==> config.mk <==
export PLATFORM = sky130hd
export DESIGN_NAME = rom_sram_bank_mapper
export DESIGN_NICKNAME = d
export VERILOG_FILES = /design/src/rsbm_pkg.sv /design/src/rsbm_map.sv /design/src/rom_sram_bank_mapper.sv
export SDC_FILE = /design/constraint.sdc
export NUM_CORES = 1
export LEC_CHECK = 0
export BUFFER_PORTS_ARGS = -buffer_cell sky130_fd_sc_hd__buf_2
export CAP_MARGIN = 10
export CORE_MARGIN = 1.5
export CORE_UTILIZATION = 55
export DETAILED_ROUTE_END_ITERATION = 12
export GPL_ROUTABILITY_DRIVEN = 0
export PLACE_DENSITY_LB_ADDON = 0.2
export SKIP_CTS_REPAIR_TIMING = 1
export SYNTH_ARGS = -nofsm -noshare
export SYNTH_HDL_FRONTEND = slang
export SYNTH_SLANG_ARGS = --single-unit
==> constraint.sdc <==
create_clock -name aclk -period 5 [get_ports aclk]
set_clock_uncertainty 0.05 [all_clocks]
set_input_delay 0.75 -clock aclk [delete_from_list [all_inputs] [get_ports aclk]]
set_output_delay 0.75 -clock aclk [all_outputs]
set_load 0.02 [all_outputs]
==> src/rsbm_pkg.sv <==
// Shared types and constants for the ROM/SRAM bank mapper.
// No dependencies; imported by rsbm_map and rom_sram_bank_mapper.
`default_nettype none

package rsbm_pkg;

    localparam int NUM_BANKS   = 3;
    localparam int BANK_IDX_W  = 2;
    localparam int PAGE_W      = 4;
    localparam int ADDR_W      = 16;
    localparam int DATA_W      = 8;
    localparam int ROM_ADDR_W  = 17;
    localparam int SRAM_ADDR_W = 13;
    localparam int TARGET_W    = 2;

    // Upper address nibble (4 KB block) codes used by the decoder
    localparam logic [3:0] BLK_ROM0_LO = 4'h4;
    localparam logic [3:0] BLK_ROM0_HI = 4'h5;
    localparam logic [3:0] BLK_BANK0   = 4'h6;
    localparam logic [3:0] BLK_BANK0_M = 4'h7;
    localparam logic [3:0] BLK_BANK1   = 4'h8;
    localparam logic [3:0] BLK_BANK1_M = 4'h9;
    localparam logic [3:0] BLK_BANK2   = 4'hA;
    localparam logic [3:0] BLK_SRAM_WR = 4'hB;

    // Data bits of a bank select word
    localparam int SEL_SRAM_BIT = 4;
    localparam int SEL_HALF_BIT = 5;

    // Read source codes
    localparam logic [TARGET_W-1:0] TARGET_NONE = 2'd0;
    localparam logic [TARGET_W-1:0] TARGET_ROM  = 2'd1;
    localparam logic [TARGET_W-1:0] TARGET_SRAM = 2'd2;

    // Access kind
    localparam logic OP_READ  = 1'b0;
    localparam logic OP_WRITE = 1'b1;

    typedef struct packed {
        logic              op;
        logic [ADDR_W-1:0] address;
        logic [DATA_W-1:0] data;
    } access_t;

    typedef struct packed {
        logic [TARGET_W-1:0]    target;
        logic [ROM_ADDR_W-1:0]  rom_address;
        logic [SRAM_ADDR_W-1:0] sram_address;
        logic                   sram_write;
        logic [DATA_W-1:0]      write_data;
    } result_t;

    // ROM page held by a bank after reset: banks map pages 1, 2, 3
    function automatic logic [PAGE_W-1:0] reset_page(input logic [BANK_IDX_W-1:0] idx);
        reset_page = PAGE_W'(idx) + PAGE_W'(1);
    endfunction

endpackage

`default_nettype wire

==> src/rsbm_map.sv <==
// Bank registers and address decode of the ROM/SRAM bank mapper.
// Depends on rsbm_pkg; instantiated by rom_sram_bank_mapper.
`default_nettype none

module rsbm_map
    import rsbm_pkg::*;
(
    input  wire logic    aclk,
    input  wire logic    aresetn,
    input  wire logic    step,      // access leaves the input register this cycle
    input  wire access_t acc,
    output result_t      res
);

    logic              bank_is_sram_reg   [NUM_BANKS];
    logic [PAGE_W-1:0] bank_rom_page_reg  [NUM_BANKS];
    logic              bank_sram_half_reg [NUM_BANKS];
    logic              last_sram_half_reg;
    logic              sram_write_enabled_reg;

    logic [3:0]            blk;
    logic [BANK_IDX_W-1:0] bank_idx;
    logic                  in_bank;
    logic                  sel_write;
    logic                  sel_sram;
    logic                  sel_half;

    assign blk      = acc.address[ADDR_W-1:ADDR_W-4];
    assign sel_sram = acc.data[SEL_SRAM_BIT];
    assign sel_half = acc.data[SEL_HALF_BIT];

    // Work out which switchable bank the block belongs to
    always_comb begin
        bank_idx  = '0;
        in_bank   = 1'b0;
        sel_write = 1'b0;
        case (blk)
            BLK_BANK0: begin
                bank_idx  = 2'd0;
                in_bank   = 1'b1;
                sel_write = 1'b1;
            end
            BLK_BANK0_M: begin
                bank_idx = 2'd0;
                in_bank  = 1'b1;
            end
            BLK_BANK1: begin
                bank_idx  = 2'd1;
                in_bank   = 1'b1;
                sel_write = 1'b1;
            end
            BLK_BANK1_M: begin
                bank_idx = 2'd1;
                in_bank  = 1'b1;
            end
            BLK_BANK2: begin
                bank_idx  = 2'd2;
                in_bank   = 1'b1;
                sel_write = 1'b1;
            end
            BLK_SRAM_WR: begin
                bank_idx = 2'd2;
                in_bank  = 1'b1;
            end
            default: begin
                bank_idx  = '0;
                in_bank   = 1'b0;
                sel_write = 1'b0;
            end
        endcase
    end

    // Form the result word from the current bank state
    always_comb begin
        res = '0;
        if (acc.op == OP_READ) begin
            if (blk == BLK_ROM0_LO || blk == BLK_ROM0_HI) begin
                res.target      = TARGET_ROM;
                res.rom_address = {PAGE_W'(0), acc.address[12:0]};
            end else if (in_bank) begin
                if (bank_is_sram_reg[bank_idx]) begin
                    res.target       = TARGET_SRAM;
                    res.sram_address = {bank_sram_half_reg[bank_idx], acc.address[11:0]};
                end else begin
                    res.target      = TARGET_ROM;
                    res.rom_address = {bank_rom_page_reg[bank_idx], acc.address[12:0]};
                end
            end
        end else if (blk == BLK_SRAM_WR && sram_write_enabled_reg) begin
            res.sram_write   = 1'b1;
            res.sram_address = {last_sram_half_reg, acc.address[11:0]};
            res.write_data   = acc.data;
        end
    end

    // Update bank selection on select writes
    always_ff @(posedge aclk) begin
        if (!aresetn) begin
            for (int k = 0; k < NUM_BANKS; k++) begin
                bank_is_sram_reg[k]   <= 1'b0;
                bank_rom_page_reg[k]  <= reset_page(BANK_IDX_W'(k));
                bank_sram_half_reg[k] <= 1'b0;
            end
            last_sram_half_reg     <= 1'b0;
            sram_write_enabled_reg <= 1'b0;
        end else if (step && acc.op == OP_WRITE && sel_write) begin
            if (blk == BLK_BANK2) begin
                sram_write_enabled_reg <= sel_sram;
            end
            bank_is_sram_reg[bank_idx] <= sel_sram;
            if (sel_sram) begin
                last_sram_half_reg           <= sel_half;
                bank_sram_half_reg[bank_idx] <= sel_half;
            end else begin
                bank_rom_page_reg[bank_idx] <= acc.data[PAGE_W-1:0];
            end
        end
    end

endmodule

`default_nettype wire

==> src/rom_sram_bank_mapper.sv <==
// Top level of the ROM/SRAM cartridge bank mapper: input and result registers.
// Depends on rsbm_pkg and rsbm_map.
//
// Usage:
//   Each word on the s_ channel is one CPU bus access: s_tuser[0] is the
//   access kind (0 read, 1 write), s_tdata holds address and write byte.
//   Each access yields exactly one word on the m_ channel: m_tuser carries
//   the read source and the SRAM write strobe, m_tdata the ROM address, the
//   SRAM address and the byte to store.
//   An accepted word is held in the input register, and its decode is
//   stored in the result register once that register is free.
//   Throughput is one access per cycle while the receiver does not stall.
//   Bank select writes take effect for the access that follows them.
//   Reset maps ROM pages 1, 2, 3 into the three banks, disables SRAM
//   writes and empties both registers.
//   When the receiver stalls, the result word holds; the input register
//   still takes one more word, after which s_tready drops until m_tready.
`default_nettype none

module rom_sram_bank_mapper
    import rsbm_pkg::*;
(
    input  wire logic        aclk,
    input  wire logic        aresetn,
    input  wire logic        s_tvalid,
    output logic             s_tready,
    input  wire logic [23:0] s_tdata,   // [15:0] address, [23:16] data
    input  wire logic [0:0]  s_tuser,   // [0] op
    output logic             m_tvalid,
    input  wire logic        m_tready,
    output logic [39:0]      m_tdata,   // [16:0] rom_address, [29:17] sram_address,
                                        // [37:30] write_data, [39:38] zero
    output logic [2:0]       m_tuser    // [1:0] target, [2] sram_write
);

    logic    in_valid_reg;
    access_t in_acc_reg;
    logic    out_valid_reg;
    result_t out_res_reg;

    logic    out_free;
    logic    advance;
    result_t res;

    // Advance when the result register is empty or being drained
    assign out_free = !out_valid_reg || m_tready;
    assign advance  = in_valid_reg && out_free;
    assign s_tready = !in_valid_reg || out_free;

    rsbm_map u_map (
        .aclk    (aclk),
        .aresetn (aresetn),
        .step    (advance),
        .acc     (in_acc_reg),
        .res     (res)
    );

    // Input register
    always_ff @(posedge aclk) begin
        if (!aresetn) begin
            in_valid_reg <= 1'b0;
        end else if (s_tready) begin
            in_valid_reg <= s_tvalid;
        end
        if (s_tready && s_tvalid) begin
            in_acc_reg.op      <= s_tuser[0];
            in_acc_reg.address <= s_tdata[15:0];
            in_acc_reg.data    <= s_tdata[23:16];
        end
    end

    // Result register
    always_ff @(posedge aclk) begin
        if (!aresetn) begin
            out_valid_reg <= 1'b0;
        end else if (out_free) begin
            out_valid_reg <= in_valid_reg;
        end
        if (advance) begin
            out_res_reg <= res;
        end
    end

    assign m_tvalid = out_valid_reg;
    assign m_tdata  = {2'b00, out_res_reg.write_data, out_res_reg.sram_address,
                       out_res_reg.rom_address};
    assign m_tuser  = {out_res_reg.sram_write, out_res_reg.target};

`ifndef SYNTH
    // Input side stalls only behind a held result word
    a_stall_cause: assert property (@(posedge aclk) disable iff (!aresetn)
        !s_tready |-> (m_tvalid && !m_tready))
        else $error("s_tready low without a stalled result");

    // An SRAM store never reports a read source
    a_write_no_target: assert property (@(posedge aclk) disable iff (!aresetn)
        (m_tvalid && m_tuser[2]) |-> (m_tuser[1:0] == TARGET_NONE))
        else $error("SRAM store with non-zero target");

    // ROM and SRAM addresses are never both in use
    a_addr_exclusive: assert property (@(posedge aclk) disable iff (!aresetn)
        (m_tvalid && m_tuser[1:0] == TARGET_ROM) |-> (m_tdata[29:17] == '0))
        else $error("ROM read with SRAM address set");

    // An access accepted while m_tready is high must pass through the input register into the result register
    a_latency: assert property (@(posedge aclk) disable iff (!aresetn)
        (s_tvalid && s_tready && m_tready && (!m_tvalid || m_tready)) |=> ##1 m_tvalid)
        else $error("accepted access did not produce a result");
`endif

endmodule

`default_nettype wire
Word-level counts from Yosys, hierarchy flattened
Memories as Yosys holds them, arrays and structs flattened. Cells that the tools add are included.

Equality and inequality tests: 8. Reductions and logical operators: 22. Muxes and demuxes: 32. Bitwise operators: 1.

Operator list (count): $mux W13 (3); $mux W31 (1); $mux W22 (1); $mux W1 (19); $mux W18 (1); $mux W17 (1); $eq A4 B3 Y1 const B (4); $eq A4 B4 Y1 const B (4); $mux W2 (4); $reduce_or A4 Y1 (2); $reduce_and A2 Y1 (3); $reduce_or A3 Y1 (2); $reduce_or A6 Y1 (1); $logic_and A1 B1 Y1 (5); $mux W4 (1); $pmux W2 S2 (1); $reduce_or A2 Y1 (2); $logic_or A1 B1 Y1 (3); $logic_not A1 Y1 (2); $reduce_or A1 Y1 (2); $not A1 Y1 (1).

Flip-flop bits (word level): 70. RAM bits: 18. Word-level logic and storage cells: 80. Memories: 3.

Memory list: u_map.bank_rom_page_reg (words 3, bits a word 4, read ports 1, clocked after Yosys merged registers in 0, write ports 3, line rsbm_map.sv:16) `logic [PAGE_W-1:0] bank_rom_page_reg [NUM_BANKS];`; u_map.bank_is_sram_reg (words 3, bits a word 1, read ports 1, clocked after Yosys merged registers in 0, write ports 3, line rsbm_map.sv:15) `logic bank_is_sram_reg [NUM_BANKS];`; u_map.bank_sram_half_reg (words 3, bits a word 1, read ports 1, clocked after Yosys merged registers in 0, write ports 3, line rsbm_map.sv:17) `logic bank_sram_half_reg [NUM_BANKS];`.

Logic depth before layout (Yosys ltp)
Depth after elaboration: 10. Gate-level depth with buffers: 5.

Modules after synthesis
Synthesis repeated with hierarchy kept, for this count alone.

Cell total of the unflattened synthesis: 250. Area, all modules: 3614.7 µm².

By module, submodules not included: rom_sram_bank_mapper (cells each 78, times used 1, area an instance 2104.5 µm²); rsbm_map (cells each 172, times used 1, area an instance 1510.2 µm²).

Worst setup path before layout
OpenSTA, ideal clock, no wires.

Kind: in2reg. Start point: input port m_tready. End point: register out_res_reg (netlist bit m_tdata[0]), enable pin. Cell stages on the path: 3. Setup slack: 1.826 ns. Arrival: 2.685 ns. Cell sequence: nor2b_1 > clkbuf_1 > nor2_1.

Longest elaborated chain between the ends: 2.

Ends and longest elaborated chain: start: declaration (line rom_sram_bank_mapper.sv:30) `input wire logic m_tready,`; $logic_or A1 B1 Y1 (line rom_sram_bank_mapper.sv:46) `assign out_free = !out_valid_reg || m_tready;`; $logic_and A1 B1 Y1 (line rom_sram_bank_mapper.sv:47) `assign advance = in_valid_reg && out_free;`; end signal: assignment (line rom_sram_bank_mapper.sv:80) `out_res_reg <= res;`; end: declaration (line rom_sram_bank_mapper.sv:39) `result_t out_res_reg;`.

Every way passes these cells. A chain may end at the register's enable or synchronous reset.

Final worst setup path
Start point: register in_acc_reg[22] (netlist name). End point: register out_res_reg (netlist bit m_tdata[37]), data pin.

Longest elaborated chain between the ends: 3.

Ends and longest elaborated chain: start: declaration (line rom_sram_bank_mapper.sv:37) `access_t in_acc_reg;`; $eq A4 B4 Y1 (line rsbm_map.sv:89) `end else if (blk == BLK_SRAM_WR && sram_write_enabled_reg) begin`; $logic_and A1 B1 Y1 (line rsbm_map.sv:89); $reduce_and A2 Y1 (no source line).

Every way passes these cells.

==> metrics.cfg <==
[status]
status=completed

[worst_setup_path]
cp.arrival_ps=2880
r2r_start=in_acc_reg[22]$_DFFE_PP_
critical_path_class=flip-flop to flip-flop
critPathTopFamily=simple AND/OR/NAND/NOR gates
cp_max_fo=15
end_kind=flip-flop
path_depth=4
worst-endpoint-required_ps=5160
cp-start-kind=flip-flop
cp_num_buf_inv=1
crit_slowest_cell=nor2b_1
reg2reg_depth=4
rrSetupSlack_ps=2280
crit_chain=nor2b_1 > nand4_1 > inv_1 > and2_1
rr_endpoint=m_tdata[37]$_SDFFCE_PN0N_
slowest_delay_ps=780
crit_path_start=in_acc_reg[22]$_DFFE_PP_

[logic_synthesis]
ys_ff_latch=88
yosysSeqAreaShare_pct=73.9
synth_cell_types=37
syn_area_um2=3440
ys.flop_type=edfxtp_1
avgSynthCellArea_um2=15.2
synth_edf_count=78
yosys_warnings=0
synth-async-reset-ratio_pct=0
synthCells=226

[floorplanning]
core_um2=5990
rows=28
dieArea_um2=6740
die_w_um=82.1
ios=74
die_y_um=82.1
start_util_pct=57.4

[power]
powerDensity_nw_per_um2=348
finalPower_mw=1.41
ir_drop_mv=0.254
p_leak_nw=1.54

[grt]
gr-total-overflow=0
track_usage_pct=19.9
grt_pass1_vias=1997
antenna_found_initial=0
grt_pass1_wl_um=9470
grt_max_degree=42

[detailed_routing]
ant_nets=0
num_vias=2067
wl_per_cell_um=16.5
post_drt_via_cell_ratio=5.51
routed_wl_um=6180
drt_first_pass_iters=4
drc=0
drtIter0Drc=124

[clock_tree]
cts_sinks=88
cts_buffers=9
path_clk_slew_ps=80
root_buffer=clkbuf_8
cts_buffer_depth=2
clock_latency_ps=340
cts_tree=built
cts.htree.levels=3

[timing]
fmax_mhz=368
min_period_over_period_pct=54.4
setup_viol=0
tightest_slew_ps=1340
hold_viol=0
rsz0062_at_grt=no
maxSlewHeadroom_pct=10.9
slew_violations=0
fin_crit_ps=2720
fin_tns_setup_ps=0

[final_layout]
fillers=416
fin_area_um2=4040
diodes=0
seqCellArea_um2=2540
drive_gt1_share_pct=30.7
area_delta_synth_final_pct=17.3
multi_input_area_um2=817
layout_common_cells=edfxtp_1, buf_2, nor3b_1, a21boi_0
mostFrequentLayoutCell=edfxtp_1
final_nets=324
largest_reg_flops=38

[job]
maxCapViolCount=0

[place]
io_buffers=71
detailed_place_hpwl_um=4050
dpl_cell_area_um2=3840

[worst_hold_path]
worstHoldPathType=flip-flop to flip-flop
hold_depth=2
hold_start=u_map.bank_is_sram_reg[2]$_DFF_P_
whs_endpoint=u_map.bank_is_sram_reg[2]$_DFF_P_

power by group:
part           internal (mW)  switching, mW
clock                  0.232          0.242
combinational         0.0293         0.0565
sequential             0.829         0.0173
kinds of logic (layout without fill, tap and decap cells):
logic type             count (synthesis)  in the layout  share of synthesized area, %
DFF                                   88             88                          73.9
and+or+nand+nor                       70             70                          12.7
AOI/OAI and AO/OA                     34             34                          7.42
buffers and inverters                 22             95                          2.69
muxes                                 11             11                          3.24
other                                  1              2                         0.109
worst max-delay path by stage:
stage,slack (ps),end
after floorplan,1830,m_tdata[0]$_SDFFCE_PP0N_
after global placement,2500,m_tdata[32]$_SDFFCE_PN0N_
after detailed placement,2350,m_tdata[29]$_DFFE_PN_
after CTS,2310,m_tdata[37]$_SDFFCE_PN0N_
after global routing,2030,m_tdata[37]$_SDFFCE_PN0N_
final,2280,m_tdata[37]$_SDFFCE_PN0N_
worst reg2reg max path, cell delays in order, from the launching register on:
cell	delay (ps)
edfxtp_1	460
nor2b_1	780
nand4_1	700
inv_1	420
and2_1	180
per-stage QoR:
| stage | util (%) | worst slack (ps) | hold slack (ps) | std cells |
|---|---|---|---|---|
| finish | 67.4 | 2280 | 423 | 375 |
| global route | 67.4 | 2030 | 444 | 375 |
| floorplan | - | 1830 | 388 | 227 |
| global placement | 64.1 | 2500 | 404 | 359 |
| detailed placement | 64.1 | 2350 | 409 | 359 |
| CTS | 67.4 | 2310 | 421 | 375 |
Yosys cell counts (all sizes together) (6+ instances only):
library cell | instances | share of area (%)
nand2 | 7 | 0.76
clkbuf | 11 | 1.2
nor3 | 6 | 0.87
a21boi | 12 | 2.6
mux2i | 10 | 2.9
nor2 | 9 | 0.98
inv | 7 | 0.76
nor3b | 13 | 2.8
a21oi | 6 | 0.87
dfxtp | 10 | 5.8
edfxtp | 78 | 68
and2 | 8 | 1.5
per-layer routing:
layer / track usage [%] / wire, um / vias up
met5: 0 / 0 / -
met4: 9.66 / 121 / 0
met3: 4.29 / 403 / 12
met2: 32.2 / 2990 / 78
met1: 25.5 / 2670 / 973
li1: - / - / 1004
final cells by class:
class	count	share of cell area, %
sequential	88	63.0
multi-input combinational	117	20.2
inverter	7	0.651
clock inverter	7	1.77
timing repair buffer	72	8.99
clock buffer	9	3.07
tap	75	2.32
Power figures use the tool's default switching activity.
